===== src/hdl/voxel_occupancy_bitmap_assert.svh =====
// Assertion macros used by the voxel occupancy bitmap back end.
`ifndef VOXEL_OCCUPANCY_BITMAP_ASSERT_SVH
`define VOXEL_OCCUPANCY_BITMAP_ASSERT_SVH

// Same-cycle implication, checked on every rising edge outside reset.
`define VOB_ASSERT_NOW(label, ante, cons, msg) \
    label: assert property (@(posedge i_clk) disable iff (!i_rst_n) (ante) |-> (cons)) \
        else $error(msg);

// Next-cycle implication, checked on every rising edge outside reset.
`define VOB_ASSERT_NEXT(label, ante, cons, msg) \
    label: assert property (@(posedge i_clk) disable iff (!i_rst_n) (ante) |=> (cons)) \
        else $error(msg);

`endif


===== src/hdl/vob_pkg.sv =====
// Package with the types, constants and address functions of the voxel occupancy bitmap.
`timescale 1ns / 1ps

package vob_pkg;

    // Geometry of the map.
    localparam int CHUNK_EDGE   = 16;
    localparam int GRID_EDGE    = 2;
    localparam int CHUNK_VOXELS = CHUNK_EDGE * CHUNK_EDGE * CHUNK_EDGE;
    localparam int MAP_DEPTH    = GRID_EDGE * GRID_EDGE * GRID_EDGE * CHUNK_VOXELS;
    localparam int ADDR_W       = $clog2(MAP_DEPTH);
    localparam int SPAN         = GRID_EDGE * CHUNK_EDGE;
    localparam int SPAN_W       = $clog2(SPAN);
    localparam int CHUNK_W      = (GRID_EDGE > 1) ? $clog2(GRID_EDGE) : 1;
    localparam int OFF_W        = $clog2(CHUNK_EDGE);

    // Item field widths.
    localparam int ACT_W     = 2;
    localparam int POS_W     = 16;
    localparam int IN_DATA_W = 3 * POS_W;
    localparam int OUT_DATA_W = 8;

    // Action codes.
    localparam logic [ACT_W-1:0] ACT_QUERY     = 2'd0;
    localparam logic [ACT_W-1:0] ACT_SET       = 2'd1;
    localparam logic [ACT_W-1:0] ACT_CLEAR     = 2'd2;
    localparam logic [ACT_W-1:0] ACT_CLEAR_ALL = 2'd3;

    // Queue between the front and the back.
    localparam int QUEUE_DEPTH = 2;
    localparam int QPTR_W      = (QUEUE_DEPTH > 1) ? $clog2(QUEUE_DEPTH) : 1;
    localparam int QCNT_W      = $clog2(QUEUE_DEPTH + 1);

    // One axis split into chunk number and offset.
    typedef struct packed {
        logic               in_grid;
        logic [CHUNK_W-1:0] chunk;
        logic [OFF_W-1:0]   offset;
    } t_axis;

    // A classified item as it waits in the queue.
    typedef struct packed {
        logic [ACT_W-1:0]  action;
        logic              in_grid;
        logic [ADDR_W-1:0] addr;
    } t_item;

    // Status the back reports to the front.
    typedef struct packed {
        logic clearing;
    } t_back_status;

    // Floor-divides one coordinate by the chunk edge, biased by one chunk.
    // Only coordinates in -CHUNK_EDGE .. SPAN-CHUNK_EDGE-1 land in the grid,
    // so the division works on a narrow biased value with a few compares.
    function automatic t_axis split_axis(input logic signed [POS_W-1:0] pos);
        t_axis                    res;
        logic signed [POS_W+1:0]  biased;
        logic [SPAN_W-1:0]        u;
        logic [CHUNK_W-1:0]       ch;
        biased = $signed({{2{pos[POS_W-1]}}, pos}) + $signed((POS_W+2)'(CHUNK_EDGE));
        res.in_grid = (biased >= 0) && (biased < SPAN);
        u  = biased[SPAN_W-1:0];
        ch = '0;
        for (int k = 1; k < GRID_EDGE; k++) begin
            if (u >= SPAN_W'(k * CHUNK_EDGE)) begin
                ch = CHUNK_W'(k);
            end
        end
        res.chunk  = ch;
        res.offset = OFF_W'(u - SPAN_W'(int'(ch) * CHUNK_EDGE));
        return res;
    endfunction

    // Linear bit address: chunk index times chunk size plus in-chunk index.
    function automatic logic [ADDR_W-1:0] make_addr(input t_axis ax, input t_axis ay,
                                                    input t_axis az);
        int grid_idx;
        int vox_idx;
        grid_idx = (int'(ay.chunk) * GRID_EDGE + int'(az.chunk)) * GRID_EDGE
                   + int'(ax.chunk);
        vox_idx  = (int'(ay.offset) * CHUNK_EDGE + int'(az.offset)) * CHUNK_EDGE
                   + int'(ax.offset);
        return ADDR_W'(grid_idx * CHUNK_VOXELS + vox_idx);
    endfunction

endpackage


===== src/hdl/vob_front.sv =====
// Front end: accepts input items and turns coordinates into a bit address.
`timescale 1ns / 1ps

module vob_front (
    input  logic                            i_s_tvalid,
    output logic                            o_s_tready,
    input  logic [vob_pkg::IN_DATA_W-1:0]   i_s_tdata,
    input  logic [vob_pkg::ACT_W-1:0]       i_s_tuser,
    input  vob_pkg::t_back_status           i_status,
    input  logic                            i_queue_full,
    output logic                            o_push,
    output vob_pkg::t_item                  o_item
);

    vob_pkg::t_axis ax;
    vob_pkg::t_axis ay;
    vob_pkg::t_axis az;

    // Items are held off while the queue is full or the map is being swept.
    assign o_s_tready = !i_queue_full && !i_status.clearing;
    assign o_push     = i_s_tvalid && o_s_tready;

    // Split each axis and form the in-grid flag and the bit address.
    always_comb begin
        ax = vob_pkg::split_axis(i_s_tdata[vob_pkg::POS_W-1:0]);
        ay = vob_pkg::split_axis(i_s_tdata[2*vob_pkg::POS_W-1:vob_pkg::POS_W]);
        az = vob_pkg::split_axis(i_s_tdata[3*vob_pkg::POS_W-1:2*vob_pkg::POS_W]);
        o_item.action  = i_s_tuser;
        o_item.in_grid = ax.in_grid && ay.in_grid && az.in_grid;
        o_item.addr    = vob_pkg::make_addr(ax, ay, az);
    end

endmodule


===== config.mk =====
export PLATFORM = sky130hd
export DESIGN_NAME = vob_front
export DESIGN_NICKNAME = d
export VERILOG_FILES = /design/src/hdl/voxel_occupancy_bitmap_assert.svh /design/src/hdl/vob_pkg.sv /design/src/hdl/vob_front.sv
export SDC_FILE = /design/constraint.sdc
export NUM_CORES = 1
export LEC_CHECK = 0
export ABC_AREA = 1
export BUFFER_PORTS_ARGS = -buffer_cell sky130_fd_sc_hd__clkbuf_2
export CAP_MARGIN = 20
export CORE_UTILIZATION = 39
export DETAILED_ROUTE_END_ITERATION = 10
export PLACE_DENSITY = 0.81
export SLEW_MARGIN = 0
export SYNTH_ARGS = -nofsm -noshare
export SYNTH_HDL_FRONTEND = slang
export SYNTH_SLANG_ARGS = --single-unit

===== constraint.sdc =====
create_clock -name vclk -period 2.4
set_input_delay 0.48 -clock vclk [all_inputs]
set_output_delay 0.48 -clock vclk [all_outputs]
set_load 0.05 [all_outputs]

==> summary.md <==
| Metric | Value |
|---|---|
| Biggest area consumer among synthesized cells | `nand2_1` |
| Peak supply drop | `80.4 uV` |
| WS Path Type | `input port to output port` |
| Clock buffers | `0` |
| Worst EP arrival | `between 2000 and 2500 ps` |
| # nets final | `a little under 300` |
| Post-synthesis sequential area ratio | `0` |
| Outcome | `finished with violations` |
| Antenna diodes | `0` |
| Final Worst Setup Slack | `-414 ps` |
| Cells after Synth | `200` |
| Site row count | `17` |
| Layout cells sized above 1 | `0.297` |
| Top post-synthesis cells by area | `nand2_1 (25%), inv_1 (13%), buf_4 (11%), nor2_1 (9.6%), nand3_1 (6.1%)` |
| Pins Over Slew Limit | `0` |
| Worst-path fanout max | `3` |
| Setup_tns | `-414 ps` |
| WL per Instance | `8.32 um` |
| Register area | `0 sq um` |
| Post-DRT Antenna Nets | `0` |
| RSZ-0062 raised after global routing | `true` |
| Inst Count DP | `roughly 260` |
| Top cell type's share of synthesized area | `0.253` |
| IO Count | `73` |
| Port bufs | `45` |
| FF+latch count | `0` |
| Initial DRC count | `20` |
| WL final | `approximately 2.2 mm` |
| Via count | `around 1200` |
| Chip height | `~52 um` |
| Measured slew at the worst slew-check pin | `278 ps` |
| Final setup fails | `1` |
| Mapped Nets | `~260` |
| All-Layer GR Usage | `0.161` |
| Max Freq | `about 360 MHz` |
| Post-Syn Area | `980 sq um` |
| Syn_area_per_cell | `4.90 sq um` |
| Largest net degree at the start of global routing | `7` |
| Final min period | `2810 ps` |
| MaxCap Viol Count | `0` |
| Req. time, crit path | `between 1500 and 2000 ps` |
| Failing checks | `negative setup slack` |
| Router iterations before antenna repair | `4` |
| Met2 Resource Use GR | `0.310` |
| Die area | `roughly 2700 sq um` |
| Yosys cell types | `21` |
| Ys Warns | `0` |
| Setup crit end kind | `output port` |
| Crit start category | `input port` |
| Final Hold Viols | `0` |
| Gr busiest metal | `met2` |
| Power Density | `129 nW/um^2` |
| Fin crit share | `1.17` |
| Leakage | `0.696 nW` |
| Initial antenna violation count | `0` |
| Initial Util | `0.426` |
| Die X | `around 52 um` |
| Number of global-route vias before repair | `approximately 950` |
| GP Congestion | `0.743` |
| First-pass GRT wire length | `approximately 3.6 mm` |
| Non-filler cells, final | `between 200 and 300` |
| Post-route DRC | `0` |
| Met3 Usage GRT | `0.00292` |
| Hold/Removal Path Class | `input port to output port` |
| Syn-to-layout area delta | `23.9%` |
| DR vias/cell | `between 4 and 5` |
| Rel. slew slack | `0.815` |
| GRT overflow | `0` |
| Core box area | `2300 sq um` |
| Worst hold slack | `960 ps` |
| Placed wire-length estimate | `roughly 1.9 mm` |
| Met1 Use GR | `0.206` |
critical path, cell delays in order:
cell and delay, ps:
clkbuf_2 120, nand2_1 70, nor2_1 100, nand2_1 90, o21ai_0 150, nand2_1 60
nor2_1 100, nand2_1 80, nor2_2 110, ha_1 140, nand2_1 50, nor2_1 80
nand3_1 80, nor2_1 90, nand2_1 50, nor2_1 90, nand3_1 120, nor2_4 110
buf_8 150
cells in the final DEF, fill, tap and decap left out, drive strengths merged:
master	count
nand2	72
clkbuf	44
inv	34
nor2	33
nand3	14
o21ai	11
nand4	7
buf	6
ha	4
nor3	2
xor2	2
a21oi	2
nor3b	1
or2	1
o21bai	1
a21boi	1
nand3b	1
cell families (layout without fill, tap and decap cells):
kind of cell               after synthesis  after routing  share of synthesized area
and+or+nand+nor                        131            131                      0.612
buffers and inverters                   48             84                      0.238
AOI/OAI and AO/OA                       15             15                     0.0817
adders and majority gates                4              4                     0.0511
xor gates and xnor gates                 2              2                     0.0179
metrics by stage:
step / area, sq um / utilization / setup WS [ps] / power, mW
after floorplan: 985 / - / -137 / 0.144
after global placement: 1180 / 0.513 / -509 / 0.149
after detailed placement: 1180 / 0.513 / -577 / 0.151
after CTS: 1210 / 0.526 / -476 / 0.155
after global routing: 1210 / 0.528 / -736 / 0.176
final: 1210 / 0.528 / -414 / 0.156
final cells by class:
| type | instances | area, sq um |
|---|---|---|
| fill | 265 | 1080 |
| tap | 28 | 35.0 |
| multi-input combinational | 152 | 769 |
| inverter | 34 | 128 |
| timing repair buffer | 50 | 282 |
Yosys cell counts:
cell type / number
buf_4: 14
o21ai_1: 5
a21boi_0: 1
ha_1: 4
nor2_4: 3
nand3_1: 12
o21ai_0: 6
nand3_2: 2
nand2_2: 6
xor2_1: 2
nor2_1: 25
a21oi_1: 2
nor3b_1: 1
nor3_1: 2
or2_2: 1
nand4_1: 7
nand3b_1: 1
nand2_1: 66
o21bai_1: 1
nor2_2: 5
inv_1: 34
worst paths after layout:
path	startpoint	to	slack, ps	cells past startpoint
setup / recovery	i_s_tdata[5]	o_item[15]	-410	19
hold / removal	i_s_tdata[0]	o_item[0]	960	0
report_power, final:
| group | internal (mW) | switching (mW) |
|---|---|---|
| Combinational | 0.0627 | 0.0933 |
| Clock | 0 | 0 |
| Sequential | 0 | 0 |
layer usage:
metal / vias to the layer above / wire length, um / share of wire
met3: 2 / 137 / 0.062
met4: 0 / 5 / 0.0023
met5: - / 0 / 0
li1: 683 / - / -
met2: 42 / 985 / 0.45
met1: 482 / 1070 / 0.49
what timing repair did:
action	CTS	global route
buffers inserted	0	0
hold buffers	0	0
gates resized for setup	5	3
setup endpoints to repair	1	1
pin swaps	2	3
No activity file was read; power rests on OpenSTA's default activity.
