==> src/hdl/voxel_occupancy_bitmap_assert.svh <==
// Assertion macros used by the voxel occupancy bitmap back end.
`ifndef VOXEL_OCCUPANCY_BITMAP_ASSERT_SVH
`define VOXEL_OCCUPANCY_BITMAP_ASSERT_SVH

// Same-cycle implication, checked on every rising edge outside reset.
`define VOB_ASSERT_NOW(label, ante, cons, msg) \
    label: assert property (@(posedge i_clk) disable iff (!i_rst_n) (ante) |-> (cons)) \
        else $error(msg);

// Next-cycle implication, checked on every rising edge outside reset.
`define VOB_ASSERT_NEXT(label, ante, cons, msg) \
    label: assert property (@(posedge i_clk) disable iff (!i_rst_n) (ante) |=> (cons)) \
        else $error(msg);

`endif

==> src/hdl/vob_pkg.sv <==
// Package with the types, constants and address functions of the voxel occupancy bitmap.
`timescale 1ns / 1ps

package vob_pkg;

    // Geometry of the map.
    localparam int CHUNK_EDGE   = 16;
    localparam int GRID_EDGE    = 2;
    localparam int CHUNK_VOXELS = CHUNK_EDGE * CHUNK_EDGE * CHUNK_EDGE;
    localparam int MAP_DEPTH    = GRID_EDGE * GRID_EDGE * GRID_EDGE * CHUNK_VOXELS;
    localparam int ADDR_W       = $clog2(MAP_DEPTH);
    localparam int SPAN         = GRID_EDGE * CHUNK_EDGE;
    localparam int SPAN_W       = $clog2(SPAN);
    localparam int CHUNK_W      = (GRID_EDGE > 1) ? $clog2(GRID_EDGE) : 1;
    localparam int OFF_W        = $clog2(CHUNK_EDGE);

    // Item field widths.
    localparam int ACT_W     = 2;
    localparam int POS_W     = 16;
    localparam int IN_DATA_W = 3 * POS_W;
    localparam int OUT_DATA_W = 8;

    // Action codes.
    localparam logic [ACT_W-1:0] ACT_QUERY     = 2'd0;
    localparam logic [ACT_W-1:0] ACT_SET       = 2'd1;
    localparam logic [ACT_W-1:0] ACT_CLEAR     = 2'd2;
    localparam logic [ACT_W-1:0] ACT_CLEAR_ALL = 2'd3;

    // Queue between the front and the back.
    localparam int QUEUE_DEPTH = 2;
    localparam int QPTR_W      = (QUEUE_DEPTH > 1) ? $clog2(QUEUE_DEPTH) : 1;
    localparam int QCNT_W      = $clog2(QUEUE_DEPTH + 1);

    // One axis split into chunk number and offset.
    typedef struct packed {
        logic               in_grid;
        logic [CHUNK_W-1:0] chunk;
        logic [OFF_W-1:0]   offset;
    } t_axis;

    // A classified item as it waits in the queue.
    typedef struct packed {
        logic [ACT_W-1:0]  action;
        logic              in_grid;
        logic [ADDR_W-1:0] addr;
    } t_item;

    // Status the back reports to the front.
    typedef struct packed {
        logic clearing;
    } t_back_status;

    // Floor-divides one coordinate by the chunk edge, biased by one chunk.
    // Only coordinates in -CHUNK_EDGE .. SPAN-CHUNK_EDGE-1 land in the grid,
    // so the division works on a narrow biased value with a few compares.
    function automatic t_axis split_axis(input logic signed [POS_W-1:0] pos);
        t_axis                    res;
        logic signed [POS_W+1:0]  biased;
        logic [SPAN_W-1:0]        u;
        logic [CHUNK_W-1:0]       ch;
        biased = $signed({{2{pos[POS_W-1]}}, pos}) + $signed((POS_W+2)'(CHUNK_EDGE));
        res.in_grid = (biased >= 0) && (biased < SPAN);
        u  = biased[SPAN_W-1:0];
        ch = '0;
        for (int k = 1; k < GRID_EDGE; k++) begin
            if (u >= SPAN_W'(k * CHUNK_EDGE)) begin
                ch = CHUNK_W'(k);
            end
        end
        res.chunk  = ch;
        res.offset = OFF_W'(u - SPAN_W'(int'(ch) * CHUNK_EDGE));
        return res;
    endfunction

    // Linear bit address: chunk index times chunk size plus in-chunk index.
    function automatic logic [ADDR_W-1:0] make_addr(input t_axis ax, input t_axis ay,
                                                    input t_axis az);
        int grid_idx;
        int vox_idx;
        grid_idx = (int'(ay.chunk) * GRID_EDGE + int'(az.chunk)) * GRID_EDGE
                   + int'(ax.chunk);
        vox_idx  = (int'(ay.offset) * CHUNK_EDGE + int'(az.offset)) * CHUNK_EDGE
                   + int'(ax.offset);
        return ADDR_W'(grid_idx * CHUNK_VOXELS + vox_idx);
    endfunction

endpackage

==> src/hdl/vob_queue.sv <==
// Short FIFO of classified items between the front and the back.
`timescale 1ns / 1ps

module vob_queue (
    input  logic           i_clk,
    input  logic           i_rst_n,
    input  logic           i_push,
    input  vob_pkg::t_item i_item,
    output logic           o_full,
    output logic           o_head_valid,
    output vob_pkg::t_item o_head,
    input  logic           i_pop
);

    vob_pkg::t_item                r_mem [vob_pkg::QUEUE_DEPTH];
    logic [vob_pkg::QPTR_W-1:0]    r_wr_ptr;
    logic [vob_pkg::QPTR_W-1:0]    r_rd_ptr;
    logic [vob_pkg::QCNT_W-1:0]    r_count;
    logic [vob_pkg::QPTR_W-1:0]    n_wr_ptr;
    logic [vob_pkg::QPTR_W-1:0]    n_rd_ptr;
    logic [vob_pkg::QCNT_W-1:0]    n_count;

    localparam logic [vob_pkg::QPTR_W-1:0] PTR_LAST = vob_pkg::QPTR_W'(vob_pkg::QUEUE_DEPTH - 1);

    assign o_full       = (r_count == vob_pkg::QCNT_W'(vob_pkg::QUEUE_DEPTH));
    assign o_head_valid = (r_count != '0);
    assign o_head       = r_mem[r_rd_ptr];

    // Pointer and fill count updates.
    always_comb begin
        n_wr_ptr = r_wr_ptr;
        n_rd_ptr = r_rd_ptr;
        n_count  = r_count;
        if (i_push) begin
            n_wr_ptr = (r_wr_ptr == PTR_LAST) ? '0 : r_wr_ptr + vob_pkg::QPTR_W'(1);
        end
        if (i_pop) begin
            n_rd_ptr = (r_rd_ptr == PTR_LAST) ? '0 : r_rd_ptr + vob_pkg::QPTR_W'(1);
        end
        if (i_push && !i_pop) begin
            n_count = r_count + vob_pkg::QCNT_W'(1);
        end else if (i_pop && !i_push) begin
            n_count = r_count - vob_pkg::QCNT_W'(1);
        end
    end

    always_ff @(posedge i_clk) begin
        if (!i_rst_n) begin
            r_wr_ptr <= '0;
            r_rd_ptr <= '0;
            r_count  <= '0;
        end else begin
            r_wr_ptr <= n_wr_ptr;
            r_rd_ptr <= n_rd_ptr;
            r_count  <= n_count;
        end
    end

    // Entry storage carries no reset.
    always_ff @(posedge i_clk) begin
        if (i_push) begin
            r_mem[r_wr_ptr] <= i_item;
        end
    end

endmodule

==> config.mk <==
export PLATFORM = sky130hd
export DESIGN_NAME = vob_queue
export DESIGN_NICKNAME = d
export VERILOG_FILES = /design/src/hdl/voxel_occupancy_bitmap_assert.svh /design/src/hdl/vob_pkg.sv /design/src/hdl/vob_queue.sv
export SDC_FILE = /design/constraint.sdc
export NUM_CORES = 1
export LEC_CHECK = 0
export BUFFER_PORTS_ARGS = -buffer_cell sky130_fd_sc_hd__buf_2
export CAP_MARGIN = 40
export CORE_MARGIN = 5
export CORE_UTILIZATION = 33
export DETAILED_ROUTE_END_ITERATION = 6
export PLACE_DENSITY_LB_ADDON = 0.08
export SLEW_MARGIN = 20
export SYNTH_ARGS = -nofsm -noshare
export SYNTH_HDL_FRONTEND = slang
export SYNTH_SLANG_ARGS = --single-unit
export TNS_END_PERCENT = 10
==> constraint.sdc <==
create_clock -name i_clk -period 1.7 [get_ports i_clk]
set_input_delay 0.34 -clock i_clk [delete_from_list [all_inputs] [get_ports i_clk]]
set_output_delay 0.34 -clock i_clk [all_outputs]
set_load 0.05 [all_outputs]
==> impl_results.md <==
* Status: complete, no violations
* Fin. max-slew vios at 0
* Worst skew pair latency at 290 ps
* Critical Path RT at about 1400 ps
* WL final at about 2700 µm
* GRT Util Overall at 0.0969
* Die X at 77.9 µm
* Synth cell types at 17
* Hold slack at roughly 240 ps
* Area grow syn2layout at 34.0%
* Placer Congestion at 0.617
* First DRT Iteration DRCs at 51
* Fin util at 0.462
* Power per cell area at 1100 nW/µm²
* Max-cap viol count at 0
* Ys Warns at 0
* Vias at 826
* Worst slew pin tran at around 250 ps
* Crit Path Max Fanout at 6
* Clk_skew at 7.78 ps
* WS Path Type: flop to output pin
* Port Buffers at slightly above 40
* Fin crit period at about 1600 ps
* Vias in the first global route at between 900 and 1000
* Fin. Hold Viols at 0
* Crit path arrival time at between 1000 and 1500 ps
* # hold bufs at CTS at 0
* Clock sink count at 41
* RSZ-0062 raised after global routing: false
* Initial antenna violation count at 0
* Synth top area cells: edfxtp_1 (71%), mux2_2 (13%), dfxtp_1 (6.6%)
* Share of cells above drive strength 1 at 0.568
* Seq/Total Area, Yosys at 0.776
* Syn_nets at about 100
* Remaining antenna violation count at 0
* CTS tree: done
* Startpoint Class: flop
* # diodes at 0
* HP Class: input pin to flop
* Ports at 42
* Max Clock Freq at roughly 610 MHz
* Fillers at 414
* Drt first pass iters at 2
* Vias per Instance at roughly 4.5
* Relative slew margins at 0.834
* Clock buffer depth at 2
* Core region area at approximately 4400 µm²
* TNS Setup at 0 ps
* Row cnt at 24
* Yosys top cell by area: edfxtp_1
* Max rail drop VDD at ~0.5 mV
* Nets at roughly 150
* Post-synth top area share at 0.711
* Tcrit/Tclk final at 0.967
* Setup violators final at 0
* Cell area after synthesis at roughly 1500 µm²
* Routed WL per cell at 14.8 µm
* Total CTS buffers at 5
* Gr ovfl total at 0
* Starting density of the core at 0.345
* DRC Markers at 0
* Die Area at around 6100 µm²
* Largest net degree at the start of global routing at 13
* First-pass GRT wire length at around 4400 µm
* Clk slew on worst S/H paths at about 70 ps
* Cells after synthesis at between 70 and 80
* Die height at between 70 and 80 µm
* Leak Pwr at a little under 0.8 nW
* CTS root buffer: clkbuf_8
* CP Capture Type: output pin
* Number of synthesized register bits at slightly above 40
* Htree depth at 2
* Avg Cell Area, Syn at 19.5 µm²
repair_timing:
action	4_1_cts	5_1_grt
buffers inserted	0	0
setup endpoints to repair	12	18
cloned	1	0
pin swaps	0	0
gates resized for setup	16	31
stage by stage:
stage / std cells / total power, W / instance area, µm² / setup WS (ps)
2_1_floorplan: 78 / 0.00151 / 1520 / 83.4
3_3_place_gp: 175 / 0.00162 / 1820 / 277
3_5_place_dp: 175 / 0.00163 / 1820 / 247
4_1_cts: 184 / 0.00224 / 1950 / -13.7
5_1_grt: 184 / 0.00236 / 2040 / 3.27
6_report: 184 / 0.00225 / 2040 / 56.2
synth_stat cells:
cell type and count:
dfxtp_1 5, and2b_2 1, edfxtp_1 36, a21boi_1 1
buf_6 1, ha_1 1, or3_1 1, xnor2_1 1
o21a_1 1, buf_2 1, xor2_1 2, nor2b_1 2
and2_1 4, inv_1 1, or2_2 1, o21ai_0 1
mux2_2 18
where the power goes:
group,internal [W],switching (W)
Sequential,0.00116,0.0000220
Clock,0.000291,0.000290
Combinational,0.000196,0.000294
Total,0.00165,0.000606
placed cells by master, fill, tap and decap left out, drive strengths merged, types with 2 or more instances in the layout:
| cell type | instances |
|---|---|
| buf | 48 |
| edfxtp | 36 |
| mux2 | 18 |
| clkbuf | 8 |
| dfxtp | 5 |
| and2 | 4 |
| xor2 | 2 |
| nor2b | 2 |
worst max-delay path: stages, from the launching register on:
cell and delay [ps]:
dfxtp_4 370, buf_6 130, mux2_2 350, buf_6 160
cells by family (layout without fill, tap and decap cells):
kind of cell,after synthesis,count (layout),synth area share
DFF,41,41,0.776
muxes,18,18,0.133
and+or+nand+nor,9,9,0.0387
AOI/OAI and AO/OA,3,3,0.0132
xor gates and xnor gates,3,3,0.0173
buffers and inverters,3,57,0.0132
adders and majority gates,1,1,0.00822
final timing paths:
| kind | slack [ps] | end | cells after the start | start |
|---|---|---|---|---|
| max | 60 | o_head[11] | 3 | flop |
| min reg2reg | 510 | r_count[1] | 2 | r_count[1] |
| min | 240 | r_mem[0][7] | 1 | i_item[7] |
| max reg2reg | 660 | r_mem[1][14] | 2 | r_wr_ptr |
layout make-up:
type,instances,area (µm²),area share
clock buffer,8,80.1,0.0393
timing repair buffer,48,382,0.187
tap,52,65.1,0.0319
multi-input combinational,34,323,0.158
sequential,41,1180,0.581
inverter,1,3.75,0.00184
state kept, by name, summed over array words and instances (netlist names), named ones only:
name / cells
r_mem: 36
r_count: 2
r_rd_ptr: 1
r_wr_ptr: 1
per-layer routing:
metal,part of all wire,track usage
met4,0.022,0.0608
met1,0.41,0.106
met3,0.045,0.0324
met2,0.53,0.160
met5,0,0
No activity file was read; power rests on OpenSTA's default activity.
